==> src/hdl/rsc_pkg.sv <==
`default_nettype none
// ----------------------------------------------------------------------------
// rsc_pkg
// Types and constants shared by the read span cutter modules.
// ----------------------------------------------------------------------------
package rsc_pkg;

   localparam int POS_BITS  = 20;
   localparam int MAX_SPANS = 4096;
   localparam int CNT_BITS  = $clog2(MAX_SPANS + 1);
   localparam int CFG_BITS  = 20;
   localparam int IDX_BITS  = 2;
   localparam int REQ_BYTES = (POS_BITS + 7) / 8;
   localparam int RSP_FIELD_BITS = 3 * POS_BITS + 4 * CNT_BITS + 2 * POS_BITS;
   localparam int RSP_BYTES = (RSP_FIELD_BITS + 7) / 8;

   localparam logic [POS_BITS-1:0] POS_MAX    = '1;
   localparam logic [CNT_BITS-1:0] SPAN_LIMIT = CNT_BITS'(MAX_SPANS);

   typedef enum logic [IDX_BITS-1:0] {
      REG_CUT_SHIFT   = 2'd0,
      REG_REMNANT_LEN = 2'd1,
      REG_KEEP_MIN    = 2'd2,
      REG_UNUSED      = 2'd3
   } reg_index_type;

   typedef enum logic [1:0] {
      OUT_KEPT    = 2'd0,
      OUT_DROPPED = 2'd1,
      OUT_EMPTY   = 2'd2,
      OUT_NONE    = 2'd3
   } outcome_type;

   typedef struct packed {
      logic [5:0]          cut_shift;
      logic [5:0]          remnant_len;
      logic [POS_BITS-1:0] keep_min;
   } cfg_type;

   typedef struct packed {
      logic                is_end;
      logic [POS_BITS-1:0] position;
   } item_type;

   typedef struct packed {
      outcome_type         outcome;
      logic [POS_BITS-1:0] seg_start;
      logic [POS_BITS-1:0] seg_end;
      logic [POS_BITS-1:0] untrimmed_start;
      logic [CNT_BITS-1:0] span_number;
      logic                read_done;
      logic [CNT_BITS-1:0] spans_in_read;
      logic [CNT_BITS-1:0] kept_total;
      logic [CNT_BITS-1:0] dropped_total;
      logic [POS_BITS-1:0] dropped_bases;
      logic [POS_BITS-1:0] trimmed_bases;
   } result_type;

endpackage : rsc_pkg
`default_nettype wire

==> src/hdl/rsc_cfg_regs.sv <==
`default_nettype none
// ----------------------------------------------------------------------------
// rsc_cfg_regs
// Configuration registers written through the csr port.
// ----------------------------------------------------------------------------
module rsc_cfg_regs (
   input  wire                          clock,
   input  wire                          reset,
   input  wire                          csr_wen,
   input  wire  [rsc_pkg::IDX_BITS-1:0] csr_index,
   input  wire  [rsc_pkg::CFG_BITS-1:0] csr_wdata,
   output rsc_pkg::cfg_type             cfg
);
   import rsc_pkg::*;

   cfg_type cfg_ff, cfg_in;
   reg_index_type idx;

   assign idx = reg_index_type'(csr_index);

   always_comb begin
      cfg_in = cfg_ff;
      if (csr_wen) begin
         unique case (idx)
            REG_CUT_SHIFT:   cfg_in.cut_shift   = csr_wdata[5:0];
            REG_REMNANT_LEN: cfg_in.remnant_len = csr_wdata[5:0];
            REG_KEEP_MIN:    cfg_in.keep_min    = csr_wdata[POS_BITS-1:0];
            default:         cfg_in = cfg_ff;
         endcase
      end
   end

   always_ff @(posedge clock) begin
      if (reset) begin
         cfg_ff <= '0;
      end else begin
         cfg_ff <= cfg_in;
      end
   end

   assign cfg = cfg_ff;

endmodule : rsc_cfg_regs
`default_nettype wire

==> src/hdl/rsc_in_stage.sv <==
`default_nettype none
// ----------------------------------------------------------------------------
// rsc_in_stage
// Input register; holds one item until the result stage can take it.
// ----------------------------------------------------------------------------
module rsc_in_stage (
   input  wire                 clock,
   input  wire                 reset,
   input  wire                 in_valid,
   output logic                in_ready,
   input  rsc_pkg::item_type   in_item,
   input  wire                 down_ready,
   output logic                stage_valid,
   output logic                advance,
   output rsc_pkg::item_type   stage_item
);
   import rsc_pkg::*;

   logic     valid_ff, valid_in;
   item_type item_ff, item_in;
   logic     take;

   assign advance  = valid_ff && down_ready;
   assign in_ready = !valid_ff || down_ready;
   assign take     = in_valid && in_ready;

   always_comb begin
      valid_in = take ? 1'b1 : (advance ? 1'b0 : valid_ff);
      item_in  = take ? in_item : item_ff;
   end

   always_ff @(posedge clock) begin
      if (reset) begin
         valid_ff <= 1'b0;
      end else begin
         valid_ff <= valid_in;
      end
   end

   always_ff @(posedge clock) begin
      item_ff <= item_in;
   end

   assign stage_valid = valid_ff;
   assign stage_item  = item_ff;

   a_hold: assert property (@(posedge clock) disable iff (reset)
      valid_ff && !down_ready |=> valid_ff && $stable(item_ff))
      else $error("held item lost or changed");

endmodule : rsc_in_stage
`default_nettype wire

==> src/hdl/rsc_span_eval.sv <==
`default_nettype none
// ----------------------------------------------------------------------------
// rsc_span_eval
// Per-read state and span arithmetic; state updates as each item advances.
// ----------------------------------------------------------------------------
module rsc_span_eval (
   input  wire                 clock,
   input  wire                 reset,
   input  wire                 advance,
   input  rsc_pkg::item_type   item,
   input  rsc_pkg::cfg_type    cfg,
   output rsc_pkg::result_type result
);
   import rsc_pkg::*;

   logic [POS_BITS-1:0] last_cut_ff, last_cut_in;
   logic [CNT_BITS-1:0] span_count_ff, span_count_in;
   logic [CNT_BITS-1:0] kept_count_ff, kept_count_in;
   logic [CNT_BITS-1:0] drop_count_ff, drop_count_in;
   logic [POS_BITS-1:0] drop_sum_ff, drop_sum_in;
   logic [POS_BITS-1:0] trim_sum_ff, trim_sum_in;

   logic [POS_BITS:0]   cut_sum;
   logic [POS_BITS-1:0] seg_from;
   logic [POS_BITS-1:0] seg_to;
   logic [POS_BITS:0]   trim_raw;
   logic [POS_BITS-1:0] tstart;
   logic [POS_BITS-1:0] trim_len;
   logic [POS_BITS:0]   trim_acc;
   logic [POS_BITS-1:0] span_len;
   logic [POS_BITS:0]   drop_acc;
   logic [CNT_BITS-1:0] span_next, kept_next, drop_next;
   logic [POS_BITS-1:0] drop_sum_next, trim_sum_next;
   logic                empty, kept;
   outcome_type         outcome;

   always_comb begin
      seg_from = last_cut_ff;
      cut_sum  = {1'b0, item.position} + (POS_BITS+1)'(cfg.cut_shift);
      if (item.is_end) begin
         seg_to = item.position;
      end else begin
         seg_to = cut_sum[POS_BITS] ? POS_MAX : cut_sum[POS_BITS-1:0];
      end

      trim_raw = {1'b0, seg_from} + (POS_BITS+1)'(cfg.remnant_len);
      if (span_count_ff == '0) begin
         tstart = seg_from;
      end else if (trim_raw > {1'b0, seg_to}) begin
         tstart = (seg_to < seg_from) ? seg_from : seg_to;
      end else begin
         tstart = trim_raw[POS_BITS-1:0];
      end
      trim_len = tstart - seg_from;
      trim_acc = {1'b0, trim_sum_ff} + {1'b0, trim_len};
      trim_sum_next = trim_acc[POS_BITS] ? POS_MAX : trim_acc[POS_BITS-1:0];

      span_next = (span_count_ff >= SPAN_LIMIT) ? SPAN_LIMIT : span_count_ff + 1'b1;

      span_len = seg_to - tstart;
      empty    = (seg_to <= tstart);
      kept     = !empty && (span_len >= cfg.keep_min);
      drop_acc = {1'b0, drop_sum_ff} + {1'b0, span_len};

      kept_next     = kept_count_ff;
      drop_next     = drop_count_ff;
      drop_sum_next = drop_sum_ff;
      if (empty) begin
         outcome = OUT_EMPTY;
      end else if (kept) begin
         outcome   = OUT_KEPT;
         kept_next = (kept_count_ff >= SPAN_LIMIT) ? SPAN_LIMIT : kept_count_ff + 1'b1;
      end else begin
         outcome       = OUT_DROPPED;
         drop_next     = (drop_count_ff >= SPAN_LIMIT) ? SPAN_LIMIT : drop_count_ff + 1'b1;
         drop_sum_next = drop_acc[POS_BITS] ? POS_MAX : drop_acc[POS_BITS-1:0];
      end
   end

   always_comb begin
      result                 = '0;
      result.outcome         = outcome;
      result.seg_start       = tstart;
      result.seg_end         = seg_to;
      result.untrimmed_start = seg_from;
      result.span_number     = span_next;
      result.read_done       = item.is_end;
      if (item.is_end) begin
         result.spans_in_read = span_next;
         result.kept_total    = kept_next;
         result.dropped_total = drop_next;
         result.dropped_bases = drop_sum_next;
         result.trimmed_bases = trim_sum_next;
      end
   end

   always_comb begin
      last_cut_in   = last_cut_ff;
      span_count_in = span_count_ff;
      kept_count_in = kept_count_ff;
      drop_count_in = drop_count_ff;
      drop_sum_in   = drop_sum_ff;
      trim_sum_in   = trim_sum_ff;
      if (advance) begin
         if (item.is_end) begin
            last_cut_in   = '0;
            span_count_in = '0;
            kept_count_in = '0;
            drop_count_in = '0;
            drop_sum_in   = '0;
            trim_sum_in   = '0;
         end else begin
            last_cut_in   = seg_to;
            span_count_in = span_next;
            kept_count_in = kept_next;
            drop_count_in = drop_next;
            drop_sum_in   = drop_sum_next;
            trim_sum_in   = (span_count_ff == '0) ? trim_sum_ff : trim_sum_next;
         end
      end
   end

   always_ff @(posedge clock) begin
      if (reset) begin
         last_cut_ff   <= '0;
         span_count_ff <= '0;
         kept_count_ff <= '0;
         drop_count_ff <= '0;
         drop_sum_ff   <= '0;
         trim_sum_ff   <= '0;
      end else begin
         last_cut_ff   <= last_cut_in;
         span_count_ff <= span_count_in;
         kept_count_ff <= kept_count_in;
         drop_count_ff <= drop_count_in;
         drop_sum_ff   <= drop_sum_in;
         trim_sum_ff   <= trim_sum_in;
      end
   end

   a_span_max: assert property (@(posedge clock) disable iff (reset)
      span_count_ff <= SPAN_LIMIT)
      else $error("span count past limit");

   a_kept_le: assert property (@(posedge clock) disable iff (reset)
      kept_count_ff <= span_count_ff && drop_count_ff <= span_count_ff)
      else $error("kept or dropped count exceeds span count");

   a_end_clear: assert property (@(posedge clock) disable iff (reset)
      advance && item.is_end |=> span_count_ff == '0 && last_cut_ff == '0
                                 && trim_sum_ff == '0 && drop_sum_ff == '0)
      else $error("read state not cleared by end item");

   a_first_untrimmed: assert property (@(posedge clock) disable iff (reset)
      span_count_ff == '0 |-> tstart == seg_from)
      else $error("first span trimmed");

endmodule : rsc_span_eval
`default_nettype wire

==> src/hdl/rsc_out_stage.sv <==
`default_nettype none
// ----------------------------------------------------------------------------
// rsc_out_stage
// Result register; loads while empty or while its item is being taken.
// ----------------------------------------------------------------------------
module rsc_out_stage (
   input  wire                  clock,
   input  wire                  reset,
   input  wire                  load,
   input  rsc_pkg::result_type  result_in,
   input  wire                  out_ready,
   output logic                 up_ready,
   output logic                 out_valid,
   output rsc_pkg::result_type  result_out
);
   import rsc_pkg::*;

   logic       valid_ff, valid_in;
   result_type result_ff, result_nx_in;

   assign up_ready = !valid_ff || out_ready;

   always_comb begin
      valid_in     = load ? 1'b1 : ((valid_ff && out_ready) ? 1'b0 : valid_ff);
      result_nx_in = load ? result_in : result_ff;
   end

   always_ff @(posedge clock) begin
      if (reset) begin
         valid_ff <= 1'b0;
      end else begin
         valid_ff <= valid_in;
      end
   end

   always_ff @(posedge clock) begin
      result_ff <= result_nx_in;
   end

   assign out_valid  = valid_ff;
   assign result_out = result_ff;

   a_no_overwrite: assert property (@(posedge clock) disable iff (reset)
      load |-> up_ready)
      else $error("result overwritten while stalled");

endmodule : rsc_out_stage
`default_nettype wire

==> src/hdl/read_span_cutter.sv <==
`default_nettype none
// ----------------------------------------------------------------------------
// read_span_cutter
// Cuts a read into spans at enzyme cut positions and reports span outcomes
// and per-read totals, one result item per input item.
// ----------------------------------------------------------------------------
// Path: the input register holds an accepted item, span-eval computes its
// result, and the result register loads it and drives rsp_tvalid.
// Throughput: 1 item per cycle while rsp_tready is high; input and result
// registers decouple the sides; per-read state updates as each item advances.
// Reset: synchronous; clears config registers, read state and both valids.
// ----------------------------------------------------------------------------
module read_span_cutter (
   input  wire                              clock,
   input  wire                              reset,
   // config
   input  wire                              csr_wen,
   input  wire  [rsc_pkg::IDX_BITS-1:0]     csr_index,
   input  wire  [rsc_pkg::CFG_BITS-1:0]     csr_wdata,
   // input items
   input  wire                              req_tvalid,
   output logic                             req_tready,
   input  wire  [8*rsc_pkg::REQ_BYTES-1:0]  req_tdata,  // [19:0] position
   input  wire                              req_tlast,  // opcode: end of read
   // result items
   output logic                             rsp_tvalid,
   input  wire                              rsp_tready,
   // [19:0] seg_start, [39:20] seg_end, [59:40] untrimmed_start,
   // [72:60] span_number, [85:73] spans_in_read, [98:86] kept_total,
   // [111:99] dropped_total, [131:112] dropped_bases, [151:132] trimmed_bases
   output logic [8*rsc_pkg::RSP_BYTES-1:0]  rsp_tdata,
   output logic [1:0]                       rsp_tuser,  // [1:0] outcome
   output logic                             rsp_tlast   // read_done
);
   import rsc_pkg::*;

   cfg_type    cfg;
   item_type   req_item, stage_item;
   result_type eval_result, rsp_result;
   logic       stage_valid, advance, out_up_ready;

   assign req_item.is_end   = req_tlast;
   assign req_item.position = req_tdata[POS_BITS-1:0];

   rsc_cfg_regs u_cfg (
      .clock     (clock),
      .reset     (reset),
      .csr_wen   (csr_wen),
      .csr_index (csr_index),
      .csr_wdata (csr_wdata),
      .cfg       (cfg)
   );

   rsc_in_stage u_in (
      .clock       (clock),
      .reset       (reset),
      .in_valid    (req_tvalid),
      .in_ready    (req_tready),
      .in_item     (req_item),
      .down_ready  (out_up_ready),
      .stage_valid (stage_valid),
      .advance     (advance),
      .stage_item  (stage_item)
   );

   rsc_span_eval u_eval (
      .clock   (clock),
      .reset   (reset),
      .advance (advance),
      .item    (stage_item),
      .cfg     (cfg),
      .result  (eval_result)
   );

   rsc_out_stage u_out (
      .clock      (clock),
      .reset      (reset),
      .load       (advance),
      .result_in  (eval_result),
      .out_ready  (rsp_tready),
      .up_ready   (out_up_ready),
      .out_valid  (rsp_tvalid),
      .result_out (rsp_result)
   );

   assign rsp_tuser = rsp_result.outcome;
   assign rsp_tlast = rsp_result.read_done;
   assign rsp_tdata = {rsp_result.trimmed_bases,
                       rsp_result.dropped_bases,
                       rsp_result.dropped_total,
                       rsp_result.kept_total,
                       rsp_result.spans_in_read,
                       rsp_result.span_number,
                       rsp_result.untrimmed_start,
                       rsp_result.seg_end,
                       rsp_result.seg_start};

   a_valid_path: assert property (@(posedge clock) disable iff (reset)
      advance |-> stage_valid)
      else $error("advance without a held item");

endmodule : read_span_cutter
`default_nettype wire

==> config.mk <==
export PLATFORM = sky130hd
export DESIGN_NAME = read_span_cutter
export DESIGN_NICKNAME = d
export VERILOG_FILES = /design/src/hdl/rsc_pkg.sv /design/src/hdl/rsc_cfg_regs.sv /design/src/hdl/rsc_in_stage.sv /design/src/hdl/rsc_span_eval.sv /design/src/hdl/rsc_out_stage.sv /design/src/hdl/read_span_cutter.sv
export SDC_FILE = /design/constraint.sdc
export NUM_CORES = 1
export LEC_CHECK = 0
export BUFFER_PORTS_ARGS = -buffer_cell sky130_fd_sc_hd__buf_2
export CAP_MARGIN = 0
export CORE_ASPECT_RATIO = 1.1
export CORE_MARGIN = 1.5
export CORE_UTILIZATION = 54
export DETAILED_ROUTE_END_ITERATION = 16
export PLACE_DENSITY_LB_ADDON = 0.08
export RECOVER_POWER = 25
export SLEW_MARGIN = 40
export SYNTH_ARGS = -nofsm -noshare
export SYNTH_HDL_FRONTEND = slang
export SYNTH_SLANG_ARGS = --single-unit
==> constraint.sdc <==
create_clock -name clock -period 8.05 [get_ports clock]
set_input_delay 1.61 -clock clock [delete_from_list [all_inputs] [get_ports clock]]
set_output_delay 1.61 -clock clock [all_outputs]
set_load 0.05 [all_outputs]
-- Word level (Yosys, flattened, before mapping)
Cells that the tools add are included.
- bits in registers: 309
- latch bits: 0
- RAM bits: 0
- ROM bits: 0
- input bits: 52
- logic and storage cells: 88
- memories kept: 0
- $add $sub $neg: 9
- multiply operators: 0
- div/mod/pow operators: 0
- $lt $le $gt $ge: 7
- eq/ne operators: 3
- shifts and indexed selects: 0
- multiplexer cells: 28
- bitwise gates (word level): 0
- reduce and logical (&&, ||, !) cells: 17
- operators by type and width (cell ; number):
    $mux W20 ; 13
    $mux W13 ; 10
    $add A20 B20 Y21 ; 2
    $add A20 B6 Y21 ; 2
    $sub A20 B20 Y20 ; 2
    $add A13 B1 Y13 const B ; 3
    $ge A13 B13 Y1 const B ; 3
    $gt A21 B20 Y1 ; 1
    $ge A20 B20 Y1 ; 1
    $le A20 B20 Y1 ; 1
    $lt A20 B20 Y1 ; 1
    $logic_not A13 Y1 ; 1
    $reduce_and A2 Y1 ; 4
    $mux W1 ; 5
    $logic_and A1 B1 Y1 ; 4
    $reduce_bool A2 Y1 ; 2
    $logic_not A1 Y1 ; 3
    $eq A2 B1 Y1 const B ; 1
    $eq A2 B2 Y1 const B ; 1
    $logic_not A2 Y1 ; 1
    $logic_or A1 B1 Y1 ; 2
    $ne A2 B2 Y1 const B ; 1

-- Depth between registers and ports, before layout
Gate-level depths: netlist (run 1).
- word-level depth: 13
- gate-level depth with buffers: 46
- depth with buffers taken out: 43

-- Hierarchy
Synthesis (run 1) repeated with hierarchy kept, for this count alone.
- cells, all modules: 2021
- area total of the unflattened synthesis: 18970.7 um^2
- modules (own cells, without submodules) (module ; instances ; cells each ; area an instance (um^2) ; sequential area each (um^2)):
    rsc_span_eval ; 1 ; 1705 ; 12203.0 ; 1981.9
    rsc_out_stage ; 1 ; 159 ; 4700.8 ; 4674.5
    rsc_cfg_regs ; 1 ; 130 ; 1373.8 ; 640.6
    rsc_in_stage ; 1 ; 27 ; 693.2 ; 650.6

-- Worst setup path before layout (run 1)
Ideal clock, no wire load.
- kind: reg2reg
- start point: register u_in.item_ff (netlist bit u_in.stage_item[0])
- end point: register u_out.result_ff (netlist bit u_out.result_out[19]), data pin
- setup time: 266 ps
- data arrival time: 8325 ps
- data required time: 7784 ps
- slack: -541 ps
- stages on the path, launching flop included: 41
- path buffers: 2
- period minus slack after synthesis: 8591 ps
- path through: edfxtp_1 ha_1 fa_1 a211oi_1 o21bai_1 a21oi_1 or2_2 clkbuf_1 nand2_1 mux2_2 ha_1 a21o_1 a21o_1 a221oi_1 o211ai_1 a31oi_1 a21oi_2 clkbuf_1 (+5 left out) fa_1 a21o_1 a21oi_1 o21ai_0 a21oi_1 o21ai_0 a211oi_1 nor2_1 o41a_1 a211oi_1 xnor2_1 ha_1 o21ai_0 nor2b_1 a2111oi_0 nand4_1 a211oi_1 nor2_1
- RTL lines (what ; RTL line ; RTL):
    start: declaration ; rsc_in_stage.sv:20 ; item_type item_ff, item_in;
    start signal: assignment ; rsc_in_stage.sv:41 ; item_ff <= item_in;
    end signal: assignment ; rsc_out_stage.sv:37 ; result_ff <= result_nx_in;
    end: declaration ; rsc_out_stage.sv:19 ; result_type result_ff, result_nx_in;

==> metrics.txt, run 1 <==
mapped cell area 18,700 um^2; Root Driver clkbuf_16; Slew @ Worst Pin 0.891 ns; Synth cell types 84; initial antenna violation count 0; power density over cell area about 190 nW/um^2; WL/cell 19.4 um; Detailed Route WL 60,800 um; top cell type's share of synthesized area 0.282; DRC Markers 0; predominant post-synthesis flop cell edfxtp_1; Placed Area around 23,000 um^2; clock period minus worst slack 8.45 ns; Max Cap Viol 0; Mapped Avg Cell Area 9.35 um^2; Worst Hold Slack 0.457 ns; worst vdd ir 0.164 mV; Yosys reg bits 309; pin count of the biggest net entering global routing 95; slowest cell on the critical path a2111oi_4; RSZ-0062 raised after global routing yes; async set-reset flop share out of synthesis 0; run status complete, but fails checks; P_sw roughly 1.7 mW; port buffer count between 200 and 250; worst min path class reg2reg; drt initial violations 1,448; antenna diode count 0; post-synthesis cell count 2,002; slowest stage delay, CP 0.42 ns; Final nets 2,886; largest area contributor in the netlist edfxtp_1; die area 35,800 um^2; failing checks negative setup slack; grt ovf 0; FP Rows 71; design area 27,100 um^2; critical path class reg2reg; Rel. slew slack 0.406; most frequent cells after synthesis nor2_1, edfxtp_1, nand2_1; ranking of synthesized cells by area edfxtp_1, dfxtp_1, ha_1, nor2_1, nand2_1; Arrival @ worst endpoint 8.70 ns; Clock Skews 0.0130 ns; routability congestion estimate 0.974; most used cell, CP buf_4; fin. max-slew vios 0; IO Count around 210; sequential cell area fraction in the yosys report 0.424; Tcrit/Tclk final 1.05; Clk Latency, worst-skew pair roughly 0.53 ns; Die Width ~180 um; clock share of power 0.297; Comb pwr share 0.363; origin of the worst setup path u_in.stage_item[1]$_DFFE_PP_; Final setup violation count between 100 and 150; sw frac 0.330; first drt pass iteration count 6; Area Growth Syn to Fin 44.5%; H-tree depth 2; Critical Path RT 8.30 ns; clock buffer depth 3; antenna-violating nets left 0; Die H a little under 200 um; Internal 3.51 mW; Leakage 11.4 nW; GRT Overall Usage 0.315; total number of yosys warnings 0; crit path launch type flop; first-pass GRT wire length ~90,000 um; fraction of layout cells with a size suffix above 1 0.399; Clock transition at path regs around 0.06 ns; final setup margin -0.400 ns; Via Count 18,435; hpwl dp 41,400 um; Num CTS Buffers 35; vias in the first global route roughly 18,000; FMAX 118 MHz; hold_sp u_cfg.cfg[13]$_SDFFE_PP0P_; Non-Filler Instances 3,136; final core utilization 0.791; Setup crit end kind flop; # placed instances 2,979; Final Hold Viols 0; r2r startpoint u_in.stage_item[1]$_DFFE_PP_; total core area between 30,000 and 40,000 um^2; Num Clock Sinks 309; Synthesized Nets 2,215; Initial Util 0.547; Vias per Instance 5.88; Pwr Total 5.24 mW; count leader, synth nor2_1; register share of total power 0.340; Post-CTS Hold Buffers 0; crit path max fanout 6; TritonCTS clock tree done; Post-synth EDFFs 176; filler cell count 2,275
==> state kept, by name (all words and copies together), names as in the netlist <==
signal	count
u_eval.drop_sum_ff	20
u_cfg.cfg	32
u_out.result_out	155
u_eval.last_cut_ff	20
u_eval.kept_count_ff	13
u_eval.span_count_ff	13
u_in.stage_valid	1
u_eval.trim_sum_ff	20
u_out.out_valid	1
u_in.stage_item	21
u_eval.drop_count_ff	13
==> worst max-delay path: cells and delay by family (launching register included) <==
family / cells / cell delay, ns
AO/OA/AOI/OAI: 18 / 3.11
AND/OR/NAND/NOR: 8 / 1.79
adder cells (fa/ha/maj): 5 / 1.45
buffers and inverters: 8 / 1.05
flip-flops: 1 / 0.41
XOR/XNOR: 2 / 0.33
==> per-layer routing <==
layer  wire length [um]  vias to the layer above  share of wire  track usage
met5                  0                        -              0            0
met4               3230                        0          0.053        0.141
met3               3340                      195          0.055       0.0331
met2              29700                      713           0.49        0.567
met1              24500                     8796           0.40        0.381
li1                   -                     8731              -            -
==> final timing paths <==
path,end,slack [ns],cells after the start
worst min-delay path,u_cfg.cfg[13]$_SDFFE_PP0P_,0.46,2
worst max register to register,u_out.result_out[19]$_SDFFCE_PN0P_,-0.40,41
worst min register to register,u_cfg.cfg[13]$_SDFFE_PP0P_,0.46,2
worst max-delay path,u_out.result_out[19]$_SDFFCE_PN0P_,-0.40,41
==> kinds of logic (layout without fill, tap and decap cells) <==
family,count (synthesis),after routing,synth area share
AND/OR/NAND/NOR,692,692,0.175
AO/OA/AOI/OAI,500,501,0.188
flip-flops,309,309,0.424
buffers and inverters,220,915,0.0452
adder cells (fa/ha/maj),161,161,0.110
XOR/XNOR,98,98,0.0458
multiplexers,22,22,0.0122
==> layout make-up <==
class,count,area [um^2],area share
repair buffers,728,5340,0.197
well taps,438,548,0.0203
inverters,125,484,0.0179
flip-flops and latches,309,7950,0.294
multi-input cells,1474,11600,0.430
clock inverters,15,134,0.00495
clock buffers,47,962,0.0356
==> through the flow <==
stage | worst slack, ns | setup TNS, ns
after global placement | -0.819 | -92.10
final | -0.400 | -26.93
after detailed placement | -1.02 | -107.70
after global routing | -0.699 | -70.21
after CTS | -0.232 | -16.74
after floorplan | 0.00471 | 0
==> placed cells by master (no fill, tap or decap), drive strengths merged, types with 16 or more instances in the layout <==
master / instances
nand4: 25
and3: 23
o21a: 19
nor2b: 22
dfxtp: 133
a22oi: 33
a221o: 16
clkbuf: 62
edfxtp: 176
a21oi: 122
or3: 20
xor2: 32
inv: 127
xnor2: 66
nand3: 77
nor3: 47
a21o: 45
ha: 156
nand2: 162
o21ai: 67
nor2: 233
a211oi: 36
buf: 713
mux2i: 16
a22o: 19
o2bb2ai: 23
==> power by group through the flow <==
stage	Combinational, mW	Clock [mW]	Sequential, mW
after global routing	2.02	1.64	1.79
after floorplan	0.710	0	1.98
final	1.90	1.55	1.78
after global placement	1.46	0	1.81
after detailed placement	1.50	0	1.81
after CTS	1.63	1.57	1.78
==> repair_timing <==
action / 4_1_cts / 5_1_grt
gates cloned: 3 / 6
resized for setup: 157 / 241
pin swaps: 90 / 95
buffers inserted: 46 / 47
setup endpoints to repair: 133 / 133
Note: power is estimated with default switching activity, not from simulation.
==> run 2, diff against run 1 <==
- CORE_ASPECT_RATIO: 1.1 -> 2
==> run 2 against run 1 <==
  * The run ends with max-capacitance violations, max-slew violations, negative setup slack left
  * Sequential share of layout area is 0.41 points higher
  * Via count increased by 0.54%
  * Clock skew fell by 0.0015 ns
  * Die area up 0.18%
  * First-iteration DRC count fell by 36%
  * Design area fell by 1.4%
  * Clock power is 15% lower
  * Sequential power is essentially flat
  * Worst hold slack better by 0.0015 ns
  * Count of clock-buffer cells in the layout down 9
  * Maximum frequency down 2.0%
  * Critical endpoint is now u_out.result_out[60]$_SDFFCE_PN0P_
  * Largest power group unchanged
==> metrics.txt, run 2 (synthesis results as in run 1) <==
clock period minus worst slack 8.62 ns (+0.170 ns); Num CTS Buffers 28 (-20%); FP Rows 96 (+35%); pin count of the biggest net entering global routing 85 (-11%); pre-CTS setup slack -1.30 ns (-0.276 ns); Max Cap Viol 1 (+1); final setup margin -0.570 ns (-0.170 ns); die area 35,900 um^2 (+0.18%); Slew @ Worst Pin 3.99 ns (+3.10 ns); slowest stage delay, CP 0.43 ns (about the same); H-tree depth 1 (-1); run status complete, but fails checks; crit path launch type flop; Vias per Instance 5.95 (+1.1%); drt initial violations 931 (-36%); Clock Skews 0.0115 ns (-0.00146 ns); Final nets 2,867 (-0.66%); worst min path class reg2reg; worst vdd ir 0.197 mV (+20%); Arrival @ worst endpoint 8.92 ns (+0.22 ns); fin. max-slew vios 75 (+75); crit path max fanout 11 (+5); vias in the first global route 18,823 (+7.4%); Initial Util 0.547 (about the same); slowest cell on the critical path edfxtp_1; routability congestion estimate 1.01 (+3.3%); WL/cell 20.8 um (+7.1%); initial antenna violation count 0 (unchanged); antenna diode count 0 (unchanged); fraction of layout cells with a size suffix above 1 0.383 (-0.0165); setup TNS -49.89 ns (-22.96 ns); DRC Markers 0 (unchanged); max reg flops 155 (unchanged); Clock transition at path regs 0.07 ns (about the same); first-pass GRT wire length 97,700 um (+8.9%); grt ovf 0 (unchanged); R2R cell count 43 (+4.9%); hold path depth 2 (unchanged); Final setup violation count 133 (+1.5%); Critical Path RT 8.35 ns (+0.05 ns); most frequent cells in the layout buf_4, nor2_1, buf_2; port buffer count 204 (unchanged); final core utilization 0.779 (-0.0118); TritonCTS clock tree done; Worst Hold Slack 0.459 ns (+0.00155 ns); Non-Filler Instances 3,117 (-0.61%); Crit path depth 43 (+4.9%); # placed instances 2,971 (-0.27%); most common cell after layout, fill and taps aside buf_4; filler cell count 2,371 (+4.2%); Top Family by Delay on Critical Path compound AO/OA/AOI/OAI gates; power density over cell area 185 nW/um^2 (-4.5%); Leakage 11.2 nW (-1.6%); Pwr Total 4.93 mW (-5.8%); Area Growth Syn to Fin 42.5%; hpwl dp 46,200 um (+12%); Clk Latency, worst-skew pair 0.58 ns (+0.05 ns); Die H 266 um (+34%); Setup crit end kind flop; Tcrit/Tclk final 1.07 (+0.0211); antenna-violating nets left 0 (unchanged); Final Hold Viols 0 (unchanged); critical path class reg2reg; Detailed Route WL 64,700 um (+6.4%); total core area 34,200 um^2 (about the same); first drt pass iteration count 7 (+1); clock buffer depth 3 (unchanged); RSZ-0062 raised after global routing yes; Placed Area 23,300 um^2 (-0.41%); Via Count 18,534 (+0.54%); Rel. slew slack -1.66 (-2.07); Num Clock Sinks 309 (unchanged); IO Count 209 (unchanged); FMAX 116 MHz (-2.0%); Root Driver clkbuf_16; Die Width 135 um (-25%); failing checks max-capacitance violations, max-slew violations, negative setup slack; Worst Path Buf+Inv 8 (unchanged); design area 26,700 um^2 (-1.4%); GRT Overall Usage 0.351 (+0.0361)
-- run 2: changes by cell type in the layout (fill, tap and decap cells not counted), moves of 6 or more --
cell       previous run  this run
nor2_1              184       204
ha_1                135       126
a21oi_1              85        92
o21ai_2              20        10
inv_2                 8        16
ha_4                 17        27
a21oi_2              35        23
nor2_4               24         6
o21ai_0              31        37
clkbuf_16            41        30
inv_1               114       106
nand2_2              17        11
buf_4               465       451
-- run 2: worst min-delay path: cells and delay by family (launching register included) --
kind             cells  cell delay [ns]
AO/OA/AOI/OAI        1             0.05
flip-flops           1             0.31
AND/OR/NAND/NOR      1             0.05
-- run 2: power breakdown --
group	total [mW]	internal (mW)	switching (mW)
clock	1.32	0.713	0.604
sequential	1.78	1.75	0.0315
combinational	1.83	0.823	1.01
-- run 2: cell type report --
cell class                 count  area (um^2)  share of cell area
inverter                     125          479              0.0180
timing repair buffer         717         5250               0.197
clock inverter                14          110             0.00413
sequential                   309         7950               0.298
tap                          441          552              0.0207
clock buffer                  38          779              0.0292
multi-input combinational   1473        11600               0.433
-- run 2: worst paths after layout --
path              slack [ns]                                 end                         start
setup / recovery       -0.57  u_out.result_out[60]$_SDFFCE_PN0P_  u_in.stage_item[1]$_DFFE_PP_
hold / removal          0.46           u_cfg.cfg[1]$_SDFFE_PP0P_     u_cfg.cfg[1]$_SDFFE_PP0P_
setup reg to reg       -0.57  u_out.result_out[60]$_SDFFCE_PN0P_  u_in.stage_item[1]$_DFFE_PP_
hold reg to reg         0.46           u_cfg.cfg[1]$_SDFFE_PP0P_     u_cfg.cfg[1]$_SDFFE_PP0P_
-- run 2: metal layers --
layer,vias to the layer above,track usage,share of wire
li1,8653,-,-
met3,294,0.0453,0.051
met4,0,0.276,0.090
met2,699,0.662,0.53
met5,-,0,0
met1,8888,0.335,0.33
-- run 2: repair_timing --
action	in CTS	in global routing
resized for setup	245	97
endpoints found under the setup margin	133	133
hold buffers	0	0
setup buffers	61	27
pin swaps	94	85
cloned	7	1
